### src/design/sbrcpu_pkg.sv
// Package with the beat types, opcodes and controller types of the CPU core.
package sbrcpu_pkg;

    typedef struct packed {
        logic [1:0]  command;
        logic [15:0] address;
        logic [15:0] data_word;
    } in_beat_t;

    typedef struct packed {
        logic [15:0] read_value;
        logic [15:0] program_counter;
        logic [15:0] executed_word;
        logic        halted;
        logic        divide_fault;
        logic [1:0]  flag_bits;
    } out_beat_t;

    localparam logic [1:0] CMD_LOAD = 2'd0;
    localparam logic [1:0] CMD_EXEC = 2'd1;
    localparam logic [1:0] CMD_MEMRD = 2'd2;
    localparam logic [1:0] CMD_REGRD = 2'd3;

    localparam logic [3:0] OP_LW = 4'd0;
    localparam logic [3:0] OP_SW = 4'd1;
    localparam logic [3:0] OP_NAND = 4'd2;
    localparam logic [3:0] OP_NANDI = 4'd3;
    localparam logic [3:0] OP_ADD = 4'd4;
    localparam logic [3:0] OP_ADDI = 4'd5;
    localparam logic [3:0] OP_SUB = 4'd6;
    localparam logic [3:0] OP_MUL = 4'd7;
    localparam logic [3:0] OP_DIV = 4'd8;
    localparam logic [3:0] OP_CMP = 4'd9;
    localparam logic [3:0] OP_B = 4'd10;
    localparam logic [3:0] OP_BEQ = 4'd11;
    localparam logic [3:0] OP_BGT = 4'd12;

    localparam logic [3:0] REG_PC = 4'd10;
    localparam logic [3:0] REG_FLAG = 4'd12;
    localparam logic [3:0] REG_HI = 4'd13;
    localparam logic [3:0] REG_LO = 4'd14;
    localparam logic [3:0] REG_ZERO = 4'd15;
    localparam logic [15:0] HALT_WORD = 16'hFFFF;

    // Memory address source.
    typedef enum logic [1:0] {
        ASEL_CMD = 2'd0,
        ASEL_PC = 2'd1,
        ASEL_EA = 2'd2,
        ASEL_CLR = 2'd3
    } asel_t;

    // Controller to datapath commands.
    typedef struct packed {
        logic        mem_rd;
        logic        mem_wr_cmd;
        logic        mem_wr_sw;
        logic        mem_wr_clr;
        asel_t       asel;
        logic        clr_step;
        logic        latch_item;
        logic        latch_word;
        logic        latch_imm;
        logic        pc_dec;
        logic        latch_ops;
        logic        mul_go;
        logic        div_go;
        logic        div_step;
        logic        write_back;
        logic        lw_back;
        logic        emit;
    } ctl_cmd_t;

    // Datapath to controller status.
    typedef struct packed {
        logic       clr_last;
        logic [1:0] command;
        logic [3:0] opcode;
        logic       halted;
        logic       div_last;
    } dp_stat_t;

    typedef enum logic [10:0] {
        ST_CLEAR = 11'b00000000001,
        ST_IDLE = 11'b00000000010,
        ST_MEMRD = 11'b00000000100,
        ST_FETCH = 11'b00000001000,
        ST_DECODE = 11'b00000010000,
        ST_IMM = 11'b00000100000,
        ST_OPS = 11'b00001000000,
        ST_EXEC = 11'b00010000000,
        ST_DIV = 11'b00100000000,
        ST_LWRD = 11'b01000000000,
        ST_DONE = 11'b10000000000
    } state_t;

endpackage

### src/design/sbrcpu_ctrl.sv
// Controller state machine of the CPU core.
module sbrcpu_ctrl (
    input  logic                 clk,
    input  logic                 rst_n,
    input  logic                 start,
    input  sbrcpu_pkg::dp_stat_t stat,
    output sbrcpu_pkg::ctl_cmd_t cmd,
    output logic                 busy
);
    sbrcpu_pkg::state_t state_reg, state_next;

    always_ff @(posedge clk or negedge rst_n)
    begin
        if (!rst_n)
        begin
            state_reg <= sbrcpu_pkg::ST_CLEAR;
        end
        else
        begin
            state_reg <= state_next;
        end
    end

    assign busy = (state_reg != sbrcpu_pkg::ST_IDLE);

    always_comb
    begin
        cmd = '0;
        cmd.asel = sbrcpu_pkg::ASEL_CMD;
        state_next = state_reg;
        unique case (state_reg)
            sbrcpu_pkg::ST_CLEAR:
            begin
                cmd.asel = sbrcpu_pkg::ASEL_CLR;
                cmd.mem_wr_clr = 1'b1;
                cmd.clr_step = 1'b1;
                if (stat.clr_last)
                begin
                    state_next = sbrcpu_pkg::ST_IDLE;
                end
            end
            sbrcpu_pkg::ST_IDLE:
            begin
                if (start)
                begin
                    cmd.latch_item = 1'b1;
                    state_next = sbrcpu_pkg::ST_MEMRD;
                end
            end
            sbrcpu_pkg::ST_MEMRD:
            begin
                // Dispatch on the latched command.
                unique case (stat.command)
                    sbrcpu_pkg::CMD_LOAD:
                    begin
                        cmd.mem_wr_cmd = 1'b1;
                        state_next = sbrcpu_pkg::ST_DONE;
                    end
                    sbrcpu_pkg::CMD_MEMRD:
                    begin
                        cmd.mem_rd = 1'b1;
                        state_next = sbrcpu_pkg::ST_DONE;
                    end
                    sbrcpu_pkg::CMD_REGRD:
                    begin
                        state_next = sbrcpu_pkg::ST_DONE;
                    end
                    default:
                    begin
                        if (stat.halted)
                        begin
                            state_next = sbrcpu_pkg::ST_DONE;
                        end
                        else
                        begin
                            cmd.asel = sbrcpu_pkg::ASEL_PC;
                            cmd.mem_rd = 1'b1;
                            state_next = sbrcpu_pkg::ST_FETCH;
                        end
                    end
                endcase
            end
            sbrcpu_pkg::ST_FETCH:
            begin
                cmd.latch_word = 1'b1;
                state_next = sbrcpu_pkg::ST_DECODE;
            end
            sbrcpu_pkg::ST_DECODE:
            begin
                priority if (stat.opcode == sbrcpu_pkg::OP_LW
                             || stat.opcode == sbrcpu_pkg::OP_SW
                             || stat.opcode == sbrcpu_pkg::OP_NANDI
                             || stat.opcode == sbrcpu_pkg::OP_ADDI)
                begin
                    // Step to the immediate word and read it.
                    cmd.pc_dec = 1'b1;
                    state_next = sbrcpu_pkg::ST_IMM;
                end
                else
                begin
                    state_next = sbrcpu_pkg::ST_OPS;
                end
            end
            sbrcpu_pkg::ST_IMM:
            begin
                cmd.asel = sbrcpu_pkg::ASEL_PC;
                cmd.mem_rd = 1'b1;
                state_next = sbrcpu_pkg::ST_OPS;
            end
            sbrcpu_pkg::ST_OPS:
            begin
                cmd.latch_ops = 1'b1;
                cmd.latch_imm = 1'b1;
                state_next = sbrcpu_pkg::ST_EXEC;
            end
            sbrcpu_pkg::ST_EXEC:
            begin
                priority if (stat.opcode == sbrcpu_pkg::OP_LW)
                begin
                    cmd.asel = sbrcpu_pkg::ASEL_EA;
                    cmd.mem_rd = 1'b1;
                    state_next = sbrcpu_pkg::ST_LWRD;
                end
                else if (stat.opcode == sbrcpu_pkg::OP_SW)
                begin
                    cmd.asel = sbrcpu_pkg::ASEL_EA;
                    cmd.mem_wr_sw = 1'b1;
                    cmd.write_back = 1'b1;
                    state_next = sbrcpu_pkg::ST_DONE;
                end
                else if (stat.opcode == sbrcpu_pkg::OP_MUL)
                begin
                    cmd.mul_go = 1'b1;
                    cmd.write_back = 1'b1;
                    state_next = sbrcpu_pkg::ST_DONE;
                end
                else if (stat.opcode == sbrcpu_pkg::OP_DIV)
                begin
                    cmd.div_go = 1'b1;
                    state_next = sbrcpu_pkg::ST_DIV;
                end
                else
                begin
                    cmd.write_back = 1'b1;
                    state_next = sbrcpu_pkg::ST_DONE;
                end
            end
            sbrcpu_pkg::ST_DIV:
            begin
                cmd.div_step = 1'b1;
                if (stat.div_last)
                begin
                    cmd.write_back = 1'b1;
                    state_next = sbrcpu_pkg::ST_DONE;
                end
            end
            sbrcpu_pkg::ST_LWRD:
            begin
                cmd.lw_back = 1'b1;
                cmd.write_back = 1'b1;
                state_next = sbrcpu_pkg::ST_DONE;
            end
            sbrcpu_pkg::ST_DONE:
            begin
                cmd.emit = 1'b1;
                state_next = sbrcpu_pkg::ST_IDLE;
            end
            default:
            begin
                state_next = sbrcpu_pkg::ST_IDLE;
            end
        endcase
    end
endmodule

### config.mk
export PLATFORM = sky130hd
export DESIGN_NAME = sbrcpu_ctrl
export DESIGN_NICKNAME = d
export VERILOG_FILES = /design/src/design/sbrcpu_pkg.sv /design/src/design/sbrcpu_ctrl.sv
export SDC_FILE = /design/constraint.sdc
export NUM_CORES = 1
export LEC_CHECK = 0
export BUFFER_PORTS_ARGS = -buffer_cell sky130_fd_sc_hd__clkbuf_2
export CAP_MARGIN = 15
export CORE_MARGIN = 5
export CORE_UTILIZATION = 37
export CTS_CLUSTER_SIZE = 20
export DETAILED_ROUTE_END_ITERATION = 8
export HOLD_SLACK_MARGIN = 0.05
export PLACE_DENSITY = 0.65
export SLEW_MARGIN = 25
export SYNTH_ARGS = -nofsm -noshare
export SYNTH_HDL_FRONTEND = slang
export SYNTH_SLANG_ARGS = --single-unit
export TNS_END_PERCENT = 1
### constraint.sdc
create_clock -name clk -period 4.2 [get_ports clk]
set_input_delay 0.63 -clock clk [delete_from_list [all_inputs] [get_ports clk]]
set_output_delay 0.63 -clock clk [all_outputs]
set_load 0.02 [all_outputs]
* Yosys cells after proc, flatten, opt, wreduce, memory -nomap -nowiden
Cells that the tools add are included.
** Word-level totals
- Bits in registers :: 11
- Input port bits :: 12
- Output and inout bits :: 19
- Logic and storage cells :: 78
** Operators by class
- Eq/ne operators :: 22
- Multiplexer cells :: 47
- Reduce and logical (&&, ||, !) cells :: 8
** Operators by type and width (number)
- $pmux W11 S10 :: 1
- $mux W11 :: 9
- $mux W1 :: 27
- $eq A11 B1 Y1 const B :: 1
- $eq A11 B10 Y1 const B :: 1
- $eq A11 B11 Y1 const B :: 1
- $eq A11 B2 Y1 const B :: 1
- $eq A11 B3 Y1 const B :: 1
- $eq A11 B4 Y1 const B :: 1
- $eq A11 B5 Y1 const B :: 1
- $eq A11 B6 Y1 const B :: 1
- $eq A11 B7 Y1 const B :: 1
- $eq A11 B8 Y1 const B :: 1
- $eq A11 B9 Y1 const B :: 1
- $ne A11 B2 Y1 const B :: 1
- $mux W2 :: 5
- $eq A4 B3 Y1 const B :: 2
- $pmux W2 S4 :: 1
- $mux W7 :: 1
- $ne A2 B2 Y1 const B :: 3
- $pmux W1 S3 :: 2
- $eq A2 B2 Y1 const B :: 2
- $eq A4 B1 Y1 const B :: 1
- $eq A4 B2 Y1 const B :: 1
- 8 further kinds :: 10

* Logic depth before layout (Yosys ltp)
Gate-level depths: netlist (run 1).
- Depth in word-level cells :: 6
- Gate-level depth with buffers :: 5

* Worst setup path before layout (run 1)
Ideal clock, no wire load.
- Path kind :: reg-to-output
- Start :: register state_reg[1]
- End :: output port cmd[7] (netlist bit)
- Data arrival time :: 1919 ps
- Path slack :: 1651 ps
- Stages on the path, launching flop included :: 5
- Path through :: dfrtp_1 > or4_4 > nor2_4 > nand2_1 > nor4_1
** RTL lines
- from (decl) :: RTL line sbrcpu_ctrl.sv:10 : sbrcpu_pkg::state_t state_reg, state_next;
- from (signal assigned) :: RTL line sbrcpu_ctrl.sv:16 : state_reg <= sbrcpu_pkg::ST_CLEAR;
- from (signal assigned) :: RTL line sbrcpu_ctrl.sv:20 : state_reg <= state_next;
- to (decl) :: RTL line sbrcpu_ctrl.sv:7 : output sbrcpu_pkg::ctl_cmd_t cmd,

==> results of run 1 <==
## power by group
part	leakage, nW	internal (mW)	switching, mW
logic	0.352	0.0701	0.109
clock network	0.0150	0.0367	0.0375
registers	0.146	0.117	0.0183
total	0.513	0.224	0.164
## placed cells by master, fill, tap and decap left out, drive strengths merged, types with 2 or more instances in the layout
| master | count |
|---|---|
| nor2b | 7 |
| or2 | 3 |
| o32ai | 2 |
| o21bai | 2 |
| and4b | 2 |
| clkbuf | 34 |
| o21ai | 3 |
| nor4 | 8 |
| nor3 | 6 |
| dfrtp | 10 |
| inv | 3 |
| nand2 | 9 |
| xor2 | 2 |
| nand2b | 6 |
| a21oi | 3 |
| or3 | 2 |
| nor4b | 3 |
| nor2 | 12 |
## critical path: cells and delay by family (launching register included)
family / cells / cell delay, ns
AND/OR/NAND/NOR: 3 / 1.07
flip-flops: 1 / 0.47
buffers and inverters: 1 / 0.20
AO/OA/AOI/OAI: 1 / 0.13
## cells by family after synthesis
logic type             count (synthesis)
AO/OA/AOI/OAI                         16
buffers and inverters                  5
AND/OR/NAND/NOR                       65
XOR/XNOR                               2
flip-flops                            11
## worst max-delay path by stage
stage / startpoint / depth (start not counted) / slack, ns / endpoint
floorplan: state_reg[1]$_DFFE_PN0P_ / 4 / 1.65 / cmd[7]
global placement: state_reg[1]$_DFFE_PN0P_ / 5 / 1.80 / cmd[17]
detailed placement: state_reg[5]$_DFFE_PN0P_ / 5 / 1.77 / cmd[12]
CTS: state_reg[5]$_DFFE_PN0P_ / 5 / 1.45 / cmd[12]
global route: state_reg[5]$_DFFE_PN0P_ / 5 / 1.30 / cmd[12]
finish: state_reg[5]$_DFFE_PN0P_ / 5 / 1.44 / cmd[12]
## layer usage
layer / part of all wire [%] / up-vias
met5: 0 / -
met1: 42 / 417
met3: 8.7 / 4
met4: 1.1 / 0
li1: - / 431
met2: 48 / 31
## per-stage QoR
step | setup slack [ns] | total power [mW]
final | 1.439 | 0.3885
after global routing | 1.300 | 0.4214
after CTS | 1.455 | 0.3928
after detailed placement | 1.772 | 0.3175
after global placement | 1.803 | 0.3163
after floorplan | 1.651 | 0.2688
## final cells by class
type | count | area [µm²] | share of cell area (%)
multi-input combinational | 83 | 548.0 | 52.33
sequential | 11 | 276.5 | 26.40
clock buffer | 4 | 26.28 | 2.509
timing repair buffer | 30 | 150.1 | 14.34
inverter | 3 | 11.26 | 1.075
tap | 28 | 35.03 | 3.345
==> results.tsv, run 1 <==
metric	value	unit
yosysMostFrequentCell	nor2_1	
setup.worst_path.class	reg2out	
cts_resized	0	
slew_viol_final	0	
setup_viol	0	
drtPass1Iterations	4	
skew	0.004134	ns
fp.dieArea	0.003359	mm²
netlist_area	850.8	µm²
r2r-start	state_reg[5]$_DFFE_PN0P_	
rsz0062_at_grt	no	
antenna_found_initial	0	
finalWirelength	2144	µm
cts_buffers	3	
die_y	57.96	µm
synth.area.top_cells	dfrtp_1, nor2b_1, nor4_4, nor2_1, nand2b_1	
hold_viol	0	
syn2layout_area_growth	23.09	%
start_util	38.46	%
gp_congestion	0.9418	
fin_area	0.001047	mm²
hold_class	in2async	
busiest_layer	met2	
syn_avg_cell_area	8.594	µm²
syn_nets	111	
muxShareOfSynthArea	0	%
slew_headroom	67.40	%
power_density	370.9	mW/mm²
synthXorXnorAreaFrac	2.059	%
n_fill_cell	233	
crit_chain	nor4_4, nand2_1, or3_1, o211ai_1, clkbuf_2	
route.vias.total	883	
r2r-end	state_reg[1]$_DFFE_PN0P_	
yosys_most_used_dff	dfrtp_1	
maxCapViolCount	0	
async_flop_share	100.0	%
synth-seq-area-share	32.50	%
worst_slew_pin_slew	0.4822	ns
cp.arrival	2.13	ns
grt_pass1_vias	794	
rows	17	
drtAntennaViolNets	0	
globalRouteOverflowTotal	0	
clock_sinks	11	
drc	0	
reg2reg_slack	2.35	ns
synth_edf_count	0	
drt_iter0_drc	31	
cts_hold_buf	0	
grtUsageMet1	16.22	%
core-area	0.002212	mm²
dp_hpwl	1776	µm
htree_levels	1	
final_util	47.34	%
ys_ff_latch	11	
fin_cells	159	
wl_per_cell	13.48	µm
synth_top_cell_by_area	dfrtp_1	
end_kind	primary output	
yosysTopAreaCellShare	29.41	%
peakVddDrop	0.1807	mV
cts.path.max_buffers	2	
grt_usage	13.29	%
clock.fmax	0.3621	GHz
synthTopCellsByCount	nor2_1, dfrtp_1, nand2_1	
crit_path_top_delay_cell	dfrtp_1	
post-route-min-period	2.761	ns
grt_max_degree	12	
synth_warnings	0	
cts_tree	built	
timing.final.crit_share	65.75	%
drive_above_1_share	33.59	%
leakagePower	0.5134	nW
root_buffer	clkbuf_4	
crit_fanout	8	
synth_simple_gate_area_share	48.97	%
syn_inst	99	
placed_area	0.001021	mm²
finalHoldWorstSlack	0.2327	ns
grt_pass1_wl	3450	µm
die_w	57.96	µm
dp_cells	155	
r2r_cells	4	
clkLatencyLatePin	0.27	ns
status	completed	
cts.clk_slew.worst_paths	0.08	ns
antennaDiodeCount	0	
synth-adder-area-share	0	%
synth_top_family_by_area	simple AND/OR/NAND/NOR gates	
largest_reg_flops	11	
cpPeakStageDelay	0.47	ns
cp.required	3.57	ns
num_io_pins	31	
grt_use_met3	4.677	%
cts_setup_buffers	0	
io_buffers	30	
fin_nets	144	
synth.distinct_cells	35	
synth_compound_area_share	13.38	%
use_met2	20.97	%
via_per_inst	5.553	
setup_tns	0	ns
crit_path_start_kind	register	
Note: power is estimated with default switching activity, not from simulation.
==> run 2, diff against run 1 <==
==> constraint.sdc (replaced) <==
create_clock -name clk -period 2.64 [get_ports clk]
set_input_delay 0.396 -clock clk [delete_from_list [all_inputs] [get_ports clk]]
set_output_delay 0.396 -clock clk [all_outputs]
set_load 0.02 [all_outputs]
==> results.tsv, run 2 (synthesis results as in run 1) <==
metric	value	unit	change
status	completed		
setup.worst_path.class	reg2out		
grtUsageMet1	17.54	%	+1.3 points
syn2layout_area_growth	24.26	%	
grt_use_met3	3.341	%	-1.3 points
cp.required	2.24	ns	-1.33 ns
fin_nets	145		+0.69%
busiest_layer	met2		
leakagePower	0.5176	nW	+0.81%
layout_setup_ws	0.1184	ns	-1.320 ns
clkLatencyLatePin	0.28	ns	about the same
skew	0.0009981	ns	-0.003136 ns
drive_above_1_share	33.33	%	-0.25 points
dp_slack	0.4400	ns	-1.332 ns
cts_setup_buffers	0		unchanged
route.vias.total	867		-1.8%
crit_fanout	8		unchanged
worst_slew_pin_slew	0.5090	ns	+0.02685 ns
setup_viol	0		unchanged
antenna_found_initial	0		unchanged
root_buffer	clkbuf_4		
final_cell_mix	clkbuf_2, nor2_1, dfrtp_1		
slew_viol_final	0		unchanged
peakVddDrop	0.3179	mV	+76%
crit_path_top_delay_cell	dfrtp_1		
clock_sinks	11		unchanged
finalHoldWorstSlack	0.2691	ns	+0.03638 ns
rsz0062_at_grt	no		
crit_chain	nor4_4, nand2_1, or3_1, o211ai_1, clkbuf_2		
end_kind	primary output		
power_density	593.9	mW/mm²	+60%
antennaDiodeCount	0		unchanged
cts_buffers	3		unchanged
wl_per_cell	14.07	µm	+4.3%
cts_tree	built		
rows	17		unchanged
maxCapViolCount	0		unchanged
num_io_pins	31		unchanged
grt_usage	14.16	%	+0.87 points
final_util	47.79	%	+0.45 points
via_per_inst	5.419		-2.4%
htree_levels	1		unchanged
globalRouteOverflowTotal	0		unchanged
dp_hpwl	1822	µm	+2.6%
r2r_cells	4		unchanged
hold_class	in2reg		
slew_headroom	65.59	%	-1.8 points
die_w	57.96	µm	unchanged
cts.clk_slew.worst_paths	0.07	ns	about the same
io_buffers	30		unchanged
drt_iter0_drc	35		+13%
drc	0		unchanged
setup_tns	0	ns	unchanged
fp.dieArea	0.003359	mm²	unchanged
clock.fmax	0.3966	GHz	
die_y	57.96	µm	unchanged
post-route-min-period	2.522	ns	
drtPass1Iterations	4		unchanged
cpPeakStageDelay	0.47	ns	about the same
use_met2	21.94	%	+0.97 points
timing.final.crit_share	95.51	%	
cp.arrival	2.13	ns	about the same
final_common_cell	clkbuf_2		
core-area	0.002212	mm²	unchanged
largest_reg_flops	11		unchanged
crit_path_start_kind	register		
min_path_cells	2		
gp_congestion	0.9409		about the same
grt_pass1_vias	824		+3.8%
finalWirelength	2251	µm	+5.0%
grt_max_degree	12		unchanged
drtAntennaViolNets	0		unchanged
grt_pass1_wl	3594	µm	+4.2%
cts.path.max_buffers	2		unchanged
hold_viol	0		unchanged
start_util	38.46	%	unchanged
==> run 2: cell types whose count changed in the layout (fill, tap and decap cells not counted) <==
cell,change
dlygate4sd3_1,+1
==> run 2: layer usage <==
metal / up-vias / routed length (µm)
li1: 439 / -
met5: - / 0
met2: 19 / 1075
met4: 0 / 63
met3: 7 / 92
met1: 402 / 1018
==> run 2: cell type report <==
class | instances | area, µm²
Fill cell | 248 | 1155
Multi-Input combinational cell | 83 | 548.0
Sequential cell | 11 | 276.5
Timing Repair Buffer | 31 | 160.2
Tap cell | 28 | 35.03
Clock buffer | 4 | 26.28
Inverter | 3 | 11.26
==> run 2: timing repair <==
item / in CTS / in global routing
hold buffers: 1 / 0
gates resized for setup: 0 / 0
endpoints found under the hold margin: 10 / 0
setup endpoints to repair: 0 / 0
==> run 2: final timing paths <==
kind | from | slack [ns] | to
worst min-delay path | stat[8] | 0.27 | state_reg[0]$_DFFE_PN1P_
max in group asynchronous | rst_n | 1.84 | state_reg[0]$_DFFE_PN1P_
worst max register to register | state_reg[5]$_DFFE_PN0P_ | 0.77 | state_reg[1]$_DFFE_PN0P_
worst min register to register | state_reg[0]$_DFFE_PN1P_ | 0.60 | state_reg[0]$_DFFE_PN1P_
min in group asynchronous | rst_n | 0.52 | state_reg[9]$_DFFE_PN0P_
worst max-delay path | state_reg[5]$_DFFE_PN0P_ | 0.12 | cmd[12]
==> run 2: stage by stage <==
step | std cells | area (µm²) | power (mW)
6_report | 160 | 1057 | 0.6279
5_1_grt | 160 | 1057 | 0.6757
3_5_place_dp | 155 | 1021 | 0.5074
3_3_place_gp | 155 | 1021 | 0.5033
4_1_cts | 160 | 1057 | 0.6335
2_1_floorplan | 99 | 850.8 | 0.4276
==> run 2: report_power, final <==
part	leakage, nW	internal [mW]	switching [mW]
clock	0.0150	0.0588	0.0651
combinational	0.356	0.113	0.176
sequential	0.146	0.186	0.0287
==> run 2: worst max-delay path, delay by kind of cell, from the launching register on <==
kind	cells	cell delay, ns
buffers and inverters	1	0.20
and+or+nand+nor	3	1.06
DFF	1	0.47
AOI/OAI and AO/OA	1	0.12
==> run 3, diff against run 2 <==
--- a/config.mk
+++ b/config.mk
@@ -8,11 +8,11 @@
 export BUFFER_PORTS_ARGS = -buffer_cell sky130_fd_sc_hd__clkbuf_2
 export CAP_MARGIN = 15
 export CORE_MARGIN = 5
-export CORE_UTILIZATION = 37
+export CORE_UTILIZATION = 48
 export CTS_CLUSTER_SIZE = 20
 export DETAILED_ROUTE_END_ITERATION = 8
 export HOLD_SLACK_MARGIN = 0.05
-export PLACE_DENSITY = 0.65
+export PLACE_DENSITY = 0.8
 export SLEW_MARGIN = 25
 export SYNTH_ARGS = -nofsm -noshare
 export SYNTH_HDL_FRONTEND = slang
==> results.tsv, run 3 (synthesis results as in run 1) <==
metric	value	unit	change
status	completed		
num_io_pins	31		unchanged
post-route-min-period	2.530	ns	+0.008612 ns
end_kind	primary output		
cp.required	2.24	ns	about the same
cts.clk_slew.worst_paths	0.08	ns	about the same
clock.fmax	0.3952	GHz	-0.34%
combPwrFrac	45.7	%	-0.3 points
leakagePower	0.5201	nW	+0.48%
p_int	0.3579	mW	about the same
antenna_found_initial	0		unchanged
die_y	52.10	µm	-10%
io_buffers	30		unchanged
skew	0.008823	ns	+0.007825 ns
peakVddDrop	0.2656	mV	-16%
worstHoldStart	stat[8]		
fp.dieArea	0.002714	mm²	-19%
timing.final.crit_share	95.84	%	+0.33 points
slew_viol_final	0		unchanged
setup_tns	0	ns	unchanged
pwr-share-seq	34.7	%	+0.4 points
clock_power_share	19.6	%	about the same
drtPass1Iterations	4		unchanged
fin_area	0.001062	mm²	+0.47%
cts_buffers	3		unchanged
syn2layout_area_growth	24.85	%	
p_total	0.6322	mW	+0.68%
setup.worst_path.class	reg2out		
placed_area	0.001025	mm²	+0.37%
crit_fanout	9		+1
grt_pass1_wl	3891	µm	+8.3%
cts.path.max_buffers	2		unchanged
route.vias.total	914		+5.4%
netSwitchingPower	0.2743	mW	+1.5%
drc	0		unchanged
wl_per_cell	14.58	µm	+3.7%
antennaDiodeCount	0		unchanged
clock_sinks	11		unchanged
largest_reg_flops	11		unchanged
r2r-end	state_reg[1]$_DFFE_PN0P_		
via_per_inst	5.785		+6.8%
final_common_cell	clkbuf_2		
endpoint	cmd[15]		
drtAntennaViolNets	0		unchanged
cp.arrival	2.13	ns	about the same
rows	15		-2
p_sw_share	43.39	%	+0.36 points
hold_viol	0		unchanged
cts_tree	built		
grt_max_degree	12		unchanged
fin_nets	146		+0.69%
r2r_cells	4		unchanged
root_buffer	clkbuf_4		
grt_pass1_vias	913		+11%
slew_headroom	65.63	%	about the same
core-area	0.001708	mm²	-23%
hold_class	in2reg		
setup_viol	0		unchanged
maxCapViolCount	0		unchanged
dp_hpwl	1821	µm	about the same
die_w	52.10	µm	-10%
final_cell_mix	clkbuf_2, nor2_1, nand2_1, dfrtp_1, nor2b_1		
htree_levels	1		unchanged
start_util	49.82	%	+11 points
r2r-start	state_reg[10]$_DFFE_PN0P_		
reg2reg_slack	0.81	ns	+0.04 ns
grt_usage	19.39	%	+5.2 points
crit_path_start_kind	register		
clkLatencyLatePin	0.28	ns	about the same
power_density	595.1	mW/mm²	+0.20%
worst_slew_pin_slew	0.5084	ns	-0.0006341 ns
globalRouteOverflowTotal	0		unchanged
rsz0062_at_grt	no		
crit_start	state_reg[1]$_DFFE_PN0P_		
finalWirelength	2304	µm	+2.4%
gp_congestion	0.9958		+5.8%
layout_setup_ws	0.1098	ns	-0.008612 ns
dp_slack	0.4504	ns	+0.01044 ns
drive_above_1_share	34.59	%	+1.3 points
drt_iter0_drc	27		-23%
-- run 3: cell count changes in the layout (fill, tap and decap cells not counted) --
cell and delta:
dfrtp_2 +1, buf_4 +1, dfrtp_1 -1
-- run 3: what timing repair did --
action | CTS | global route
setup endpoints to repair | 0 | 1
resized for setup | 0 | 1
endpoints found under the hold margin | 10 | 0
hold buffers | 1 | 0
setup buffers | 0 | 0
-- run 3: worst max-delay path, cell delays in order (launching register included) --
cell      delay (ns)
dfrtp_1         0.47
or4_4           0.62
nor4_4          0.27
nand2_1         0.11
nor3_1          0.17
clkbuf_2        0.21
-- run 3: worst min path at each step --
| stage | end | cells past startpoint |
|---|---|---|
| detailed placement | state_reg[2]$_DFFE_PN0P_ | 1 |
| global route | state_reg[0]$_DFFE_PN1P_ | 2 |
| global placement | state_reg[2]$_DFFE_PN0P_ | 1 |
| finish | state_reg[0]$_DFFE_PN1P_ | 2 |
| floorplan | state_reg[10]$_DFFE_PN0P_ | 0 |
| CTS | state_reg[0]$_DFFE_PN1P_ | 2 |
-- run 3: through the flow --
step	cells	util [%]	hold WS, ns
3_5_place_dp	153	60.00	0.2922
5_1_grt	158	62.20	0.2420
6_report	158	62.20	0.2566
2_1_floorplan	99	-	0.1004
3_3_place_gp	153	60.00	0.2894
4_1_cts	158	62.12	0.2503
-- run 3: power groups by stage --
stage / logic (mW) / clock network (mW) / registers [mW]
5_1_grt: 0.318 / 0.138 / 0.225
2_1_floorplan: 0.215 / 0 / 0.212
3_3_place_gp: 0.285 / 0 / 0.220
6_report: 0.289 / 0.124 / 0.220
3_5_place_dp: 0.286 / 0 / 0.221
4_1_cts: 0.288 / 0.126 / 0.219
-- run 3: cell type report --
cell class,instances,area (µm²)
timing repair buffer,32,167.7
inverter,3,11.26
clock buffer,4,26.28
multi-input combinational,83,548.0
tap,25,31.28
sequential,11,277.8
fill,147,645.6
-- run 3: layer usage --
layer	global-route usage [%]	part of all wire, %
met1	20.25	40
met3	7.450	6.3
met5	0	0
met2	34.10	51
met4	8.297	2.5
